`src/design/dasd_pkg.sv`:
```
// Shared types, constants and calendar functions for the date shifter.
`default_nettype none
package dasd_pkg;

  localparam int COUNT_BITS_DEF = 16;
  localparam int CNT_W          = 16;
  localparam int YEAR_W         = 14;
  localparam int MONTH_W        = 4;
  localparam int DAY_W          = 5;
  localparam int YMOD_W         = 9;
  localparam int QUOT_W         = 6;
  localparam int IN_TDATA_W     = 40;
  localparam int OUT_TDATA_W    = 24;

  localparam logic [YEAR_W-1:0]  YEAR_MIN  = 14'd1;
  localparam logic [YEAR_W-1:0]  YEAR_MAX  = 14'd9999;
  localparam logic [MONTH_W-1:0] MONTH_JAN = 4'd1;
  localparam logic [MONTH_W-1:0] MONTH_FEB = 4'd2;
  localparam logic [MONTH_W-1:0] MONTH_DEC = 4'd12;

  localparam logic [YMOD_W-1:0] CENT_1   = 9'd100;
  localparam logic [YMOD_W-1:0] CENT_2   = 9'd200;
  localparam logic [YMOD_W-1:0] CENT_3   = 9'd300;
  localparam logic [YMOD_W-1:0] YMOD_TOP = 9'd399;
  localparam logic [YEAR_W-1:0] CYCLE400 = 14'd400;

  localparam int RECIP_W     = 27;
  localparam int RECIP_SHIFT = 21;
  localparam logic [RECIP_W-1:0] RECIP400 = 27'd5243;

  typedef struct packed {
    logic load;
    logic check;
    logic step;
  } cmd_t;

  typedef struct packed {
    logic fin;
  } status_t;

  function automatic logic is_leap(input logic [YMOD_W-1:0] ymod);
    return (ymod[1:0] == 2'b00) && (ymod != CENT_1) && (ymod != CENT_2) && (ymod != CENT_3);
  endfunction

  function automatic logic [DAY_W-1:0] days_in(input logic [MONTH_W-1:0] m, input logic leap);
    logic [DAY_W-1:0] n;
    case (m)
      4'd1, 4'd3, 4'd5, 4'd7, 4'd8, 4'd10, 4'd12: n = 5'd31;
      4'd4, 4'd6, 4'd9, 4'd11:                    n = 5'd30;
      MONTH_FEB:                                  n = leap ? 5'd29 : 5'd28;
      default:                                    n = 5'd0;
    endcase
    return n;
  endfunction

endpackage
`default_nettype wire

```
`src/design/dasd_ctrl.sv`:
```
// Controller state machine sequencing load, check and month walk of one request.
`default_nettype none
module dasd_ctrl (
  input  wire logic              clk,
  input  wire logic              rst_n,
  input  wire logic              in_tvalid,
  output logic                   in_tready,
  output logic                   out_tvalid,
  input  wire logic              out_tready,
  output dasd_pkg::cmd_t         cmd,
  input  wire dasd_pkg::status_t status
);

  typedef enum logic [1:0] {S_IDLE, S_CHECK, S_WALK, S_OUT} state_t;

  state_t state_r, state_nxt;
  logic   ready_r, ready_nxt;
  logic   valid_r, valid_nxt;

  always_comb begin
    cmd.load  = ready_r && in_tvalid;
    cmd.check = (state_r == S_CHECK);
    cmd.step  = (state_r == S_WALK) && !status.fin;
  end

  always_comb begin
    state_nxt = state_r;
    ready_nxt = ready_r;
    valid_nxt = valid_r;
    case (state_r)
      S_IDLE: begin
        if (ready_r && in_tvalid) begin
          state_nxt = S_CHECK;
          ready_nxt = 1'b0;
        end
      end
      S_CHECK: begin
        state_nxt = S_WALK;
      end
      S_WALK: begin
        if (status.fin) begin
          state_nxt = S_OUT;
          valid_nxt = 1'b1;
        end
      end
      S_OUT: begin
        if (out_tready) begin
          state_nxt = S_IDLE;
          valid_nxt = 1'b0;
          ready_nxt = 1'b1;
        end
      end
      default: begin
        state_nxt = S_IDLE;
        ready_nxt = 1'b1;
        valid_nxt = 1'b0;
      end
    endcase
  end

  always_ff @(posedge clk) begin
    if (!rst_n) begin
      state_r <= S_IDLE;
      ready_r <= 1'b1;
      valid_r <= 1'b0;
    end else begin
      state_r <= state_nxt;
      ready_r <= ready_nxt;
      valid_r <= valid_nxt;
    end
  end

  assign in_tready  = ready_r;
  assign out_tvalid = valid_r;

endmodule
`default_nettype wire

```
`src/design/dasd_dp.sv`:
```
// Datapath: request registers, date validation and one-month walk step.
`default_nettype none
module dasd_dp #(
  parameter int COUNT_BITS = dasd_pkg::COUNT_BITS_DEF
) (
  input  wire logic                           clk,
  input  wire logic                           in_op,
  input  wire logic [dasd_pkg::YEAR_W-1:0]    in_year,
  input  wire logic [dasd_pkg::MONTH_W-1:0]   in_month,
  input  wire logic [dasd_pkg::DAY_W-1:0]     in_day,
  input  wire logic [dasd_pkg::CNT_W-1:0]     in_count,
  input  wire dasd_pkg::cmd_t                 cmd,
  output dasd_pkg::status_t                   status,
  output logic [dasd_pkg::YEAR_W-1:0]         res_year,
  output logic [dasd_pkg::MONTH_W-1:0]        res_month,
  output logic [dasd_pkg::DAY_W-1:0]          res_day,
  output logic                                res_error
);

  localparam int CW = (COUNT_BITS < dasd_pkg::CNT_W) ? COUNT_BITS : dasd_pkg::CNT_W;
  localparam int DW = ((CW > dasd_pkg::DAY_W) ? CW : dasd_pkg::DAY_W) + 2;

  logic                              op_r;
  logic [dasd_pkg::YEAR_W-1:0]       y0_r, y_r, y_nxt;
  logic [dasd_pkg::MONTH_W-1:0]      m0_r, m_r, m_nxt;
  logic [dasd_pkg::DAY_W-1:0]        d0_r;
  logic [CW-1:0]                     cnt_r;
  logic [dasd_pkg::QUOT_W-1:0]       q_r;
  logic signed [DW-1:0]              d_r, d_nxt;
  logic [dasd_pkg::YMOD_W-1:0]       ymod_r, ymod_nxt;
  logic                              err_r, err_nxt;

  logic [dasd_pkg::RECIP_W-1:0]      prod;
  logic [dasd_pkg::YEAR_W-1:0]       q400, rem;
  logic                              leap0, valid0;
  logic [dasd_pkg::DAY_W-1:0]        dim0, cur_dim, back_dim;
  logic signed [DW-1:0]              d_init, cur_dim_s, back_dim_s;
  logic                              wrap;
  logic [dasd_pkg::MONTH_W-1:0]      m_step;
  logic [dasd_pkg::YEAR_W-1:0]       y_step;
  logic [dasd_pkg::YMOD_W-1:0]       ymod_step;
  logic                              err_step;

  assign prod = dasd_pkg::RECIP_W'(in_year) * dasd_pkg::RECIP400;

  always_comb begin
    q400   = dasd_pkg::YEAR_W'(q_r) * dasd_pkg::CYCLE400;
    rem    = y0_r - q400;
    leap0  = dasd_pkg::is_leap(rem[dasd_pkg::YMOD_W-1:0]);
    dim0   = dasd_pkg::days_in(m0_r, leap0);
    valid0 = (y0_r >= dasd_pkg::YEAR_MIN) && (y0_r <= dasd_pkg::YEAR_MAX) &&
             (m0_r >= dasd_pkg::MONTH_JAN) && (m0_r <= dasd_pkg::MONTH_DEC) &&
             (d0_r != '0) && (d0_r <= dim0);
    if (op_r) begin
      d_init = $signed({{(DW-dasd_pkg::DAY_W){1'b0}}, d0_r}) -
               $signed({{(DW-CW){1'b0}}, cnt_r});
    end else begin
      d_init = $signed({{(DW-dasd_pkg::DAY_W){1'b0}}, d0_r}) +
               $signed({{(DW-CW){1'b0}}, cnt_r});
    end
  end

  always_comb begin
    cur_dim   = dasd_pkg::days_in(m_r, dasd_pkg::is_leap(ymod_r));
    cur_dim_s = $signed({{(DW-dasd_pkg::DAY_W){1'b0}}, cur_dim});
    if (op_r) begin
      wrap      = (m_r == dasd_pkg::MONTH_JAN);
      m_step    = wrap ? dasd_pkg::MONTH_DEC : m_r - 4'd1;
      y_step    = wrap ? y_r - 14'd1 : y_r;
      ymod_step = wrap ? ((ymod_r == '0) ? dasd_pkg::YMOD_TOP : ymod_r - 9'd1) : ymod_r;
      err_step  = wrap && (y_r == dasd_pkg::YEAR_MIN);
    end else begin
      wrap      = (m_r == dasd_pkg::MONTH_DEC);
      m_step    = wrap ? dasd_pkg::MONTH_JAN : m_r + 4'd1;
      y_step    = wrap ? y_r + 14'd1 : y_r;
      ymod_step = wrap ? ((ymod_r == dasd_pkg::YMOD_TOP) ? '0 : ymod_r + 9'd1) : ymod_r;
      err_step  = wrap && (y_r == dasd_pkg::YEAR_MAX);
    end
    back_dim   = dasd_pkg::days_in(m_step, dasd_pkg::is_leap(ymod_step));
    back_dim_s = $signed({{(DW-dasd_pkg::DAY_W){1'b0}}, back_dim});
    if (op_r) begin
      status.fin = err_r || (d_r >= $signed(DW'(1)));
    end else begin
      status.fin = err_r || (d_r <= cur_dim_s);
    end
  end

  always_comb begin
    y_nxt    = y_r;
    m_nxt    = m_r;
    d_nxt    = d_r;
    ymod_nxt = ymod_r;
    err_nxt  = err_r;
    if (cmd.check) begin
      ymod_nxt = rem[dasd_pkg::YMOD_W-1:0];
      d_nxt    = d_init;
      err_nxt  = !valid0;
    end else if (cmd.step) begin
      y_nxt    = y_step;
      m_nxt    = m_step;
      ymod_nxt = ymod_step;
      err_nxt  = err_step;
      d_nxt    = op_r ? d_r + back_dim_s : d_r - cur_dim_s;
    end
  end

  always_ff @(posedge clk) begin
    if (cmd.load) begin
      op_r  <= in_op;
      y0_r  <= in_year;
      m0_r  <= in_month;
      d0_r  <= in_day;
      cnt_r <= in_count[CW-1:0];
      q_r   <= prod[dasd_pkg::RECIP_SHIFT +: dasd_pkg::QUOT_W];
      y_r   <= in_year;
      m_r   <= in_month;
    end else begin
      y_r <= y_nxt;
      m_r <= m_nxt;
    end
    d_r    <= d_nxt;
    ymod_r <= ymod_nxt;
    err_r  <= err_nxt;
  end

  assign res_year  = err_r ? y0_r : y_r;
  assign res_month = err_r ? m0_r : m_r;
  assign res_day   = err_r ? d0_r : d_r[dasd_pkg::DAY_W-1:0];
  assign res_error = err_r;

endmodule
`default_nettype wire

```
`src/design/date_add_subtract_days_core.sv`:
```
// Top level of the Gregorian date shifter: stream ports, controller and datapath.
// Sequence: the input beat is loaded, the date is checked, then the walk steps one month per cycle
//   until the day fits or an error is found, and the result beat is offered.
// Throughput: one request at a time; the next input beat is taken after the result beat.
// Reset: synchronous active-low rst_n returns the controller to idle, ready for input.
`default_nettype none
module date_add_subtract_days_core #(
  parameter int COUNT_BITS = dasd_pkg::COUNT_BITS_DEF
) (
  input  wire logic                                clk,
  input  wire logic                                rst_n,
  input  wire logic                                in_tvalid,
  output logic                                     in_tready,
  // start_year[13:0], start_month[17:14], start_day[22:18], day_count[38:23], zero[39]
  input  wire logic [dasd_pkg::IN_TDATA_W-1:0]     in_tdata,
  // op[0]
  input  wire logic                                in_tuser,
  output logic                                     out_tvalid,
  input  wire logic                                out_tready,
  // result_year[13:0], result_month[17:14], result_day[22:18], zero[23]
  output logic [dasd_pkg::OUT_TDATA_W-1:0]         out_tdata,
  // error[0]
  output logic                                     out_tuser
);

  dasd_pkg::cmd_t                cmd;
  dasd_pkg::status_t             status;
  logic [dasd_pkg::YEAR_W-1:0]   res_year;
  logic [dasd_pkg::MONTH_W-1:0]  res_month;
  logic [dasd_pkg::DAY_W-1:0]    res_day;
  logic                          res_error;

  dasd_ctrl u_ctrl (
    .clk        (clk),
    .rst_n      (rst_n),
    .in_tvalid  (in_tvalid),
    .in_tready  (in_tready),
    .out_tvalid (out_tvalid),
    .out_tready (out_tready),
    .cmd        (cmd),
    .status     (status)
  );

  dasd_dp #(
    .COUNT_BITS (COUNT_BITS)
  ) u_dp (
    .clk       (clk),
    .in_op     (in_tuser),
    .in_year   (in_tdata[13:0]),
    .in_month  (in_tdata[17:14]),
    .in_day    (in_tdata[22:18]),
    .in_count  (in_tdata[38:23]),
    .cmd       (cmd),
    .status    (status),
    .res_year  (res_year),
    .res_month (res_month),
    .res_day   (res_day),
    .res_error (res_error)
  );

  assign out_tdata = {1'b0, res_day, res_month, res_year};
  assign out_tuser = res_error;

  a_one_side: assert property (@(posedge clk) disable iff (!rst_n)
    !(out_tvalid && in_tready))
    else $error("input ready while a result beat is pending");

  a_busy_after_accept: assert property (@(posedge clk) disable iff (!rst_n)
    (in_tvalid && in_tready) |=> (!in_tready && !out_tvalid))
    else $error("block not busy after taking a request");

  a_result_date_sane: assert property (@(posedge clk) disable iff (!rst_n)
    (out_tvalid && !out_tuser) |->
      (res_day != '0 && res_month >= dasd_pkg::MONTH_JAN && res_month <= dasd_pkg::MONTH_DEC))
    else $error("good result with day zero or bad month");

endmodule
`default_nettype wire
```
`config.mk`:
```
export PLATFORM = sky130hd
export DESIGN_NAME = date_add_subtract_days_core
export DESIGN_NICKNAME = d
export VERILOG_FILES = /design/src/design/dasd_pkg.sv /design/src/design/dasd_ctrl.sv /design/src/design/dasd_dp.sv /design/src/design/date_add_subtract_days_core.sv
export SDC_FILE = /design/constraint.sdc
export NUM_CORES = 1
export LEC_CHECK = 0
export BUFFER_PORTS_ARGS = -buffer_cell sky130_fd_sc_hd__buf_4
export CAP_MARGIN = 20
export CORE_MARGIN = 2
export CORE_UTILIZATION = 55
export DETAILED_ROUTE_END_ITERATION = 8
export PLACE_DENSITY = 0.88
export SLEW_MARGIN = 25
export SYNTH_ARGS = -nofsm -noshare
export SYNTH_HDL_FRONTEND = slang
export SYNTH_SLANG_ARGS = --single-unit
```
`constraint.sdc`:
```
create_clock -name clk -period 5.3 [get_ports clk]
set_input_delay 1.06 -clock clk [delete_from_list [all_inputs] [get_ports clk]]
set_output_delay 1.06 -clock clk [all_outputs]
set_load 0.02 [all_outputs]
```
==> Word-level counts from Yosys, hierarchy flattened <==
Cells that the tools add are included.
{ "op_classes": {"mul": 2, "n_mux": 46, "n_lt_le_gt_ge": 7, "n_reduce_logical": 44, "n_eq_ne": 56, "addsub": 11} }
{ "ops": {"columns": ["operator", "count"], "rows": [
  ["$mux 14", 7],
  ["$mux 18", 4],
  ["$mux 9", 7],
  ["$eq 4x4->1 const B", 15],
  ["$eq 4x3->1 const B", 12],
  ["$pmux 5 s3", 3],
  ["$mux 4", 7],
  ["$mul 14x13->27 const B", 1],
  ["$ne 9x7->1 const B", 3],
  ["$ne 9x8->1 const B", 3],
  ["$ne 9x9->1 const B", 3],
  ["$eq 4x2->1 const B", 6],
  ["$reduce_or 7->1", 3],
  ["$add 18x6->18", 1],
  ["$ge 18x2->1 const B", 1],
  ["$le 18x6->1", 1],
  ["$logic_and 1x1->1", 18],
  ["$sub 18x6->18", 1],
  ["$add 5x16->17", 1],
  ["$sub 5x16->17", 1],
  ["$add 14x1->14 const B", 1],
  ["$eq 14x1->1 const B", 1],
  ["$eq 14x14->1 const B", 1],
  ["$ge 14x1->1 const B", 1],
  ["34 further kinds", 64]
]} }
{ "word_totals": {"word_cells": 180, "ff_bits": 96} }

==> Depth between registers and ports, before layout <==
Gate-level depths: netlist of the first run.
{ "logic_depth": {"ltp_word": 14, "mapped_depth": 20} }

==> Modules after synthesis <==
Synthesis of the first run repeated with hierarchy kept, for this count alone.
{ "hier_totals": {"hier_cells": 1113, "hier_area_um2": 10625.2} }
{ "by_module_without_submodules": {"columns": ["mod", "n_inst", "area_each_um2", "seq_area_each_um2", "cells_each"], "rows": [
  ["dasd_dp", 1, 10323.7, 2732.6, 1079],
  ["dasd_ctrl", 1, 290.3, 80.1, 32],
  ["date_add_subtract_days_core", 1, 11.3, 0.0, 2]
]} }

==> Least setup slack after synthesis of the first run <==
OpenSTA, ideal clock, no wires.
{ "synth_path": {"path_kind": "input port to flip-flop", "from": "in in_tdata[8] (netlist name)", "to": "reg u_dp.q_r[4] (netlist name) (data pin)", "required_ns": 5.030, "arrival_ns": 5.169, "path_slack_ns": -0.139, "setup_ns": 0.270, "cell_stages": 16, "n_path_buf": 0, "cell_sequence": "ha_1 > inv_1 > fa_1 > inv_1 > fa_1 > inv_1 > fa_1 > fa_1 > inv_1 > ha_1 > nand4_1 > or4_1 > o21ai_0 > o211a_1 > nor3_1 > or3b_2"} }
{ "synth_via": {"elab_chain_len": 1} }
{ "synth_rtl": {"columns": ["element", "line_no", "source"], "rows": [
  ["start: declaration", "date_add_subtract_days_core.sv:15", "input wire logic [dasd_pkg::IN_TDATA_W-1:0] in_tdata,"],
  ["$mul 14x13->27", "dasd_dp.sv:44", "assign prod = dasd_pkg::RECIP_W'(in_year) * dasd_pkg::RECIP400;"],
  ["named net u_dp.prod, one bit", "dasd_dp.sv:33", "logic [dasd_pkg::RECIP_W-1:0] prod;"],
  ["end signal: assignment", "dasd_dp.sv:114", "q_r <= prod[dasd_pkg::RECIP_SHIFT +: dasd_pkg::QUOT_W];"],
  ["end: declaration", "dasd_dp.sv:28", "logic [dasd_pkg::QUOT_W-1:0] q_r;"]
]} }
The timed path passes the listed nets, and every way through them passes these cells.
A chain may end at the register's enable or synchronous reset.

==> Worst setup path in the final report of the first run <==
{ "layout_path": {"from": "in in_tdata[4] (netlist name)", "to": "reg u_dp.q_r[4] (netlist name) (data pin)"} }
The elaborated chain is that of the path after synthesis.

==> summary.md, run 1 <==
| Metric | Value |
|---|---|
| Final Setup Violations | 1 |
| Cells along the critical path | buf_6 > buf_4 > fa_1 > ha_2 > inv_1 > fa_1 > inv_1 > ha_1 > inv_1 > fa_1 > inv_1 > ha_1 > o21a_1 > o21ai_2 > or4_4 > o21ai_4 > o211a_1 > buf_6 > nor3_2 > or3b_4 |
| # rows | 50 |
| First-pass GRT wire length | about 43,000 um |
| Switching Power | between 2000 and 3000 uW |
| CP max-delay cell | or4_4 |
| CTS tree | yes |
| Pwr per Cell Area | just under 500 nW/um2 |
| Port buffer count | between 60 and 70 |
| Ys Warns | 0 |
| Post-Route WL | between 20,000 and 30,000 um |
| Vias per cell | 6.044 |
| Number of global-route vias before repair | 8,841 |
| WL/cell | roughly 19 um |
| Initial antenna violation count | 0 |
| Initial Util | between 50% and 60% |
| Async SR Flop Fraction | 0% |
| Antenna fix cells | 0 |
| Fin area | about 12,000 um2 |
| Internal | approximately 3200 uW |
| Crit end category | register |
| Post-synthesis register bit count | 95 |
| CP max stage delay | 0.54 ns |
| Hold Path Sink | u_ctrl.state_r[1] |
| Syn_area_per_cell | ~9.4 um2 |
| Unrepaired setup endpoints after global routing | true |
| Leak Pwr | approximately 0.0054 uW |
| Pin count of the biggest net entering global routing | 52 |
| Post-synth EDFFs | 91 |
| Ports | around 70 |
| Clk sink count | 95 |
| Status | finished, violations left |
| CTS H-tree lvls | 3 |
| DRC violations left | 0 |
| Max cap viols | 0 |
| Core area | 18,830 um2 |
| Final hold violation count | 0 |
| Worst-skew pair later-pin latency | approximately 0.37 ns |
| Max Fclk | approximately 190 MHz |
| Setup TNS | -0.009700 ns |
| Final setup margin | -0.009700 ns |
| Placed Instance Area | 11,730 um2 |
| Worst EP arrival | 5.41 ns |
| GRT Util Overall | between 20% and 30% |
| Total CTS buffers | 9 |
| Mapped Cells | 1,133 |
| Die Y | ~140 um |
| Mapped Area | between 10,000 and 15,000 um2 |
| Number of cells on the worst hold path | 2 |
| Synth Flop Type | edfxtp_1 |
| Top-count cell post-synth | inv_1 |
| Total grt overflow | 0 |
| Gpl congestion | ~0.90 |
| Total die area | between 20,000 and 25,000 um2 |
| Reg area | 2813 um2 |
| Worst Hold Class | reg -> reg |
| FILL cells | about 1,400 |
| Comb pwr share | between 60% and 70% |
| CP required | ~5.4 ns |
| Hold Path Origin | u_ctrl.state_r[1] |
| Startpoint Class | primary input |
| DP HPWL | between 20,000 and 25,000 um |
| Reg2reg start | u_dp.m_r[0] |
| Final Skew | approximately 0.013 ns |
| Final period utilization | 100.2% |
| Reg2reg setup slack | about 0.32 ns |
| Clock period minus worst slack | roughly 5.3 ns |
| Maximum vdd drop | roughly 0.00032 V |
| Most used cell, CP | inv_1 |
| Die Wd | 142.9 um |
| Synthesized Nets | between 1,000 and 1,500 |
| Layout cells sized above 1 | 17.95% |
| Worst reg2reg path depth | 18 |
| DR iter-0 viols | between 900 and 1,000 |
| Post-synthesis sequential area ratio | about a quarter |
| Area share of the largest cell type after synthesis | 25.77% |
| Area grow syn2layout | 16.54% |
| Sw frac | a little under half |
| Nets | 1,488 |
| CTS clk-pin slew, worst paths | ~0.07 ns |
| Multi-input logic area | just over 7000 um2 |
| Clock root cell | clkbuf_16 |
| Critical path class | in -> reg |
| Slew headroom | between 30 and 40% |
| Reg2reg end | u_dp.d_r[11] |
| Hold WS | between 0.5 and 0.6 ns |
| Clock share of power | 11.0% |
| Top cells by count, synth | inv_1 (166), ha_1 (139), edfxtp_1 (91) |
| Slew at the pin closest to its max-slew limit | ~1.0 ns |
| Synth unique cells | 75 |
| Post-synth top area cell | edfxtp_1 |
| Overall power | approximately 6000 uW |
| Antenna-violating nets left | 0 |
| Sequential Power Share | between 20% and 30% |
| Largest cells by area after synthesis | edfxtp_1 (26%), ha_1 (16%), fa_1 (13%) |
| DR pass1 iterations | 6 |
| DR vias | 9,078 |
| Crit-path max FO | 6 |
| Fin. max-slew vios | 0 |
| Failing checks | setup timing |
| Clock Tree Buf Depth | 2 |
sequential cells by signal, indices dropped and copies added, names as in the netlist, 2 cells and up:
name and count:
u_dp.d_r 18, u_dp.y0_r 14, u_dp.m0_r 4, u_dp.d0_r 5
u_ctrl.state_r 2, u_dp.m_r 4, u_dp.y_r 14, u_dp.q_r 5
u_dp.ymod_r 9, u_dp.cnt_r 16
what timing repair did:
action,in CTS,in global routing
resized for setup,18,49
setup buffers,2,3
setup endpoints to repair,1,9
hold buffers,0,0
pin swaps,25,29
critical path, delay by kind of cell:
family / cells / cell delay, ns
fa+ha+maj: 6 / 2.24
simple gates: 3 / 0.93
buf+inv: 7 / 0.58
compound gates: 4 / 0.58
how the worst max path moves through the flow:
| stage | from | to | slack, ns | cells past startpoint |
|---|---|---|---|---|
| final | in_tdata[4] | u_dp.q_r[4] | -0.01 | 20 |
| after floorplan | in_tdata[10] | u_dp.q_r[4] | 0.005 | 16 |
| after global routing | in_tdata[4] | u_dp.q_r[4] | -0.13 | 20 |
| after CTS | in_tdata[10] | u_dp.q_r[3] | 0.007 | 22 |
| after global placement | in_tdata[10] | u_dp.q_r[4] | -0.47 | 16 |
| after detailed placement | in_tdata[10] | u_dp.q_r[4] | -0.58 | 16 |
cells in the final DEF, fill, tap and decap left out, types with 6 or more instances in the layout:
cell type / n
a211oi_1: 10
a21o_1: 12
a21oi_1: 55
a31oi_1: 6
and3_1: 12
and4_1: 8
buf_4: 120
clkbuf_16: 9
edfxtp_1: 91
fa_1: 64
ha_1: 123
ha_4: 13
inv_1: 157
inv_2: 9
mux2_2: 18
mux2i_1: 12
nand2_1: 71
nand2b_1: 10
nand3_1: 26
nand4_1: 10
nor2_1: 64
nor2b_1: 16
nor3_1: 23
nor4_1: 16
o211ai_1: 6
o21a_1: 7
o21ai_0: 75
o22ai_1: 7
or2_2: 9
or3_1: 11
xnor2_1: 31
xor2_1: 18
area by class of cell:
| type | count | share of cell area, % |
|---|---|---|
| well taps | 260 | 2.632 |
| multi-input cells | 835 | 58.70 |
| clock inverters | 6 | 0.4252 |
| repair buffers | 130 | 8.514 |
| inverters | 166 | 5.041 |
| clock buffers | 10 | 1.934 |
| flip-flops and latches | 95 | 22.76 |
logic make-up (layout without fill, tap and decap cells):
logic type                 after synthesis  after routing  synth area share, %
DFF                                     95             95                26.52
adders and majority gates              206            206                29.05
muxes                                   31             31                3.256
and+or+nand+nor                        308            308                15.43
xor gates and xnor gates                49             49                4.047
buffers and inverters                  203            312                7.338
other                                    1              1              0.03536
AOI/OAI and AO/OA                      240            240                14.32
metrics by stage:
| stage | worst slack [ns] | instances | utilization [%] |
|---|---|---|---|
| after CTS | 0.006817 | 1499 | 64.47 |
| after floorplan | 0.005345 | 1133 | - |
| after global routing | -0.1313 | 1502 | 65.63 |
| final | -0.009700 | 1502 | 65.63 |
| after global placement | -0.4703 | 1481 | 62.27 |
| after detailed placement | -0.5841 | 1481 | 62.27 |
power groups by stage:
| stage | combinational, uW | clock [uW] | sequential (uW) |
|---|---|---|---|
| floorplan | 2630 | 0 | 1370 |
| global placement | 3350 | 0 | 1490 |
| detailed placement | 3530 | 0 | 1510 |
| CTS | 3610 | 658 | 1490 |
| global route | 4260 | 686 | 1530 |
| finish | 3830 | 660 | 1500 |
layer usage:
metal,track usage [%],wire length [um],up-vias
met5,0,0,-
met4,9.015,979,0
met3,3.722,1765,85
met2,46.84,14280,400
met1,34.46,10930,4360
li1,-,-,4233
No activity file was read; power rests on OpenSTA's default activity.
==> run 2, diff against run 1 <==
==> constraint.sdc (replaced) <==
create_clock -name clk -period 4.86 [get_ports clk]
set_input_delay 0.972 -clock clk [delete_from_list [all_inputs] [get_ports clk]]
set_output_delay 0.972 -clock clk [all_outputs]
set_load 0.02 [all_outputs]
==> run 2 against run 1 <==
- the flow still finishes with violations (setup timing)
- count of clock-buffer cells in the layout did not move
- clock skew rose by 0.00069 ns
- first-iteration DRC count rose by 11%
==> summary.md, run 2 (same netlist as run 1, synthesis figures left out) <==
| Metric | Value |
|---|---|
| DP HPWL | roughly 22,000 um |
| Commonest non-fill, non-tap cells in the layout | inv_1 (157), buf_4 (149), ha_1 (126) |
| WL/cell | between 15 and 20 um |
| Clock root cell | clkbuf_16 |
| GRT Util Overall | between 20% and 30% |
| Final period utilization | 108.9% |
| Leak Pwr | roughly 0.0055 uW |
| Max Fclk | about 190 MHz |
| DR iter-0 viols | about 1,000 |
| Clock Tree Buf Depth | 2 |
| Ports | 72 |
| Top Registers | u_dp.d_r: 18 flops, u_dp.cnt_r: 16 flops |
| Layout cells sized above 1 | between 10% and 20% |
| Final Skew | between 0.01 and 0.015 ns |
| Worst EP arrival | 5.40 ns |
| Critical path class | in -> reg |
| CP max-delay cell | or4_4 |
| CP max stage delay | between 0.5 and 0.6 ns |
| CTS tree | yes |
| Total die area | just over 20,000 um2 |
| Pwr per Cell Area | approximately 540 nW/um2 |
| Startpoint Class | primary input |
| Slew headroom | 41.39% |
| # rows | 50 |
| Initial Util | about 56% |
| Post-Route WL | between 20,000 and 30,000 um |
| Cells along the critical path | buf_6 > fa_1 > ha_4 > inv_2 > fa_1 > inv_1 > fa_1 > fa_1 > ha_4 > nand4_1 > or4_4 > o21ai_4 > o211a_1 > nor3_1 > or3b_4 |
| Final Setup Violations | 5 |
| Total grt overflow | 0 |
| Most used cell, CP | fa_1 |
| DR vias | 9,254 |
| Fin. max-slew vios | 0 |
| Worst reg2reg path depth | 20 |
| Nets | approximately 1,500 |
| Reg with most FFs | u_dp.d_r |
| Antenna fix cells | 0 |
| Worst-skew pair later-pin latency | about 0.36 ns |
| Clk sink count | 95 |
| Die Y | 142.9 um |
| Most common cell after layout, fill and taps aside | inv_1 |
| Antenna-violating nets left | 0 |
| Max cap viols | 0 |
| Status | finished, violations left |
| Setup TNS | -1.810 ns |
| Max reg flops | 18 |
| Vias per cell | 6.052 |
| Total CTS buffers | 9 |
| Clock period minus worst slack | approximately 5.3 ns |
| CP required | 4.97 ns |
| Core area | ~19,000 um2 |
| Number of cells on the worst hold path | 2 |
| Die Wd | between 100 and 150 um |
| Pre-CTS setup slack | -0.8758 ns |
| Port buffer count | 69 |
| Gpl congestion | ~0.92 |
| Maximum vdd drop | between 0.0005 and 0.0006 V |
| Pin count of the biggest net entering global routing | 44 |
| DRC violations left | 0 |
| Slew at the pin closest to its max-slew limit | 0.8778 ns |
| Final core utilization | 66.32% |
| First-pass GRT wire length | roughly 45,000 um |
| Failing checks | setup timing |
| Worst Hold Class | reg -> reg |
| Number of global-route vias before repair | 9,285 |
| CTS H-tree lvls | 3 |
| Initial antenna violation count | 0 |
| DR pass1 iterations | 6 |
| Final setup margin | -0.4332 ns |
| Area grow syn2layout | 17.76% |
| Unrepaired setup endpoints after global routing | true |
| Crit-path max FO | 6 |
| CTS clk-pin slew, worst paths | 0.07 ns |
| Crit end category | register |
| Final hold violation count | 0 |
## run 2: final timing paths
kind,from,slack (ns),end
max,in_tdata[9],-0.43,u_dp.q_r[4]
min reg2reg,u_ctrl.out_tvalid,0.53,u_ctrl.out_tvalid
max reg2reg,u_dp.ymod_r[1],0.15,u_dp.d_r[14]
min,u_ctrl.out_tvalid,0.53,u_ctrl.out_tvalid
## run 2: metrics by stage
step,total power [uW],hold slack [ns],instance area (um2),instances
after global routing,7288,0.5626,12490,1529
final,6800,0.5329,12490,1529
after floorplan,4366,0.4824,10620,1133
after detailed placement,5693,0.5237,11940,1508
after global placement,5440,0.4975,11940,1508
after CTS,6473,0.5341,12280,1524
## run 2: area by class of cell
class / count / area (um2)
Timing Repair Buffer: 157 / 1235
Tap cell: 260 / 325.3
Sequential cell: 95 / 2813
Inverter: 166 / 623.1
Fill cell: 1409 / 6342
Clock inverter: 6 / 43.79
Clock buffer: 10 / 229.0
Multi-Input combinational cell: 835 / 7219
## run 2: repair_timing
| item | CTS | global route |
|---|---|---|
| pin swaps | 11 | 29 |
| resized for setup | 17 | 40 |
| hold buffers | 0 | 0 |
| hold endpoints to repair | 0 | 0 |
| endpoints found under the setup margin | 7 | 16 |
| setup buffers | 0 | 5 |
## run 2: power by group
group	switching, uW	internal (uW)
logic	2520	1970
clock network	342	353
registers	331	1290
total	3190	3610
## run 2: metal layers
layer / part of all wire (%) / track usage (%)
met5: 0 / 0
met4: 4.6 / 14.90
met3: 6.3 / 4.963
met2: 50 / 47.44
met1: 39 / 34.22
## run 2: worst max-delay path, delay by kind of cell
kind	cells	cell delay, ns
buffers and inverters	3	0.22
AOI/OAI and AO/OA	2	0.41
and+or+nand+nor	4	1.10
adders and majority gates	6	2.67
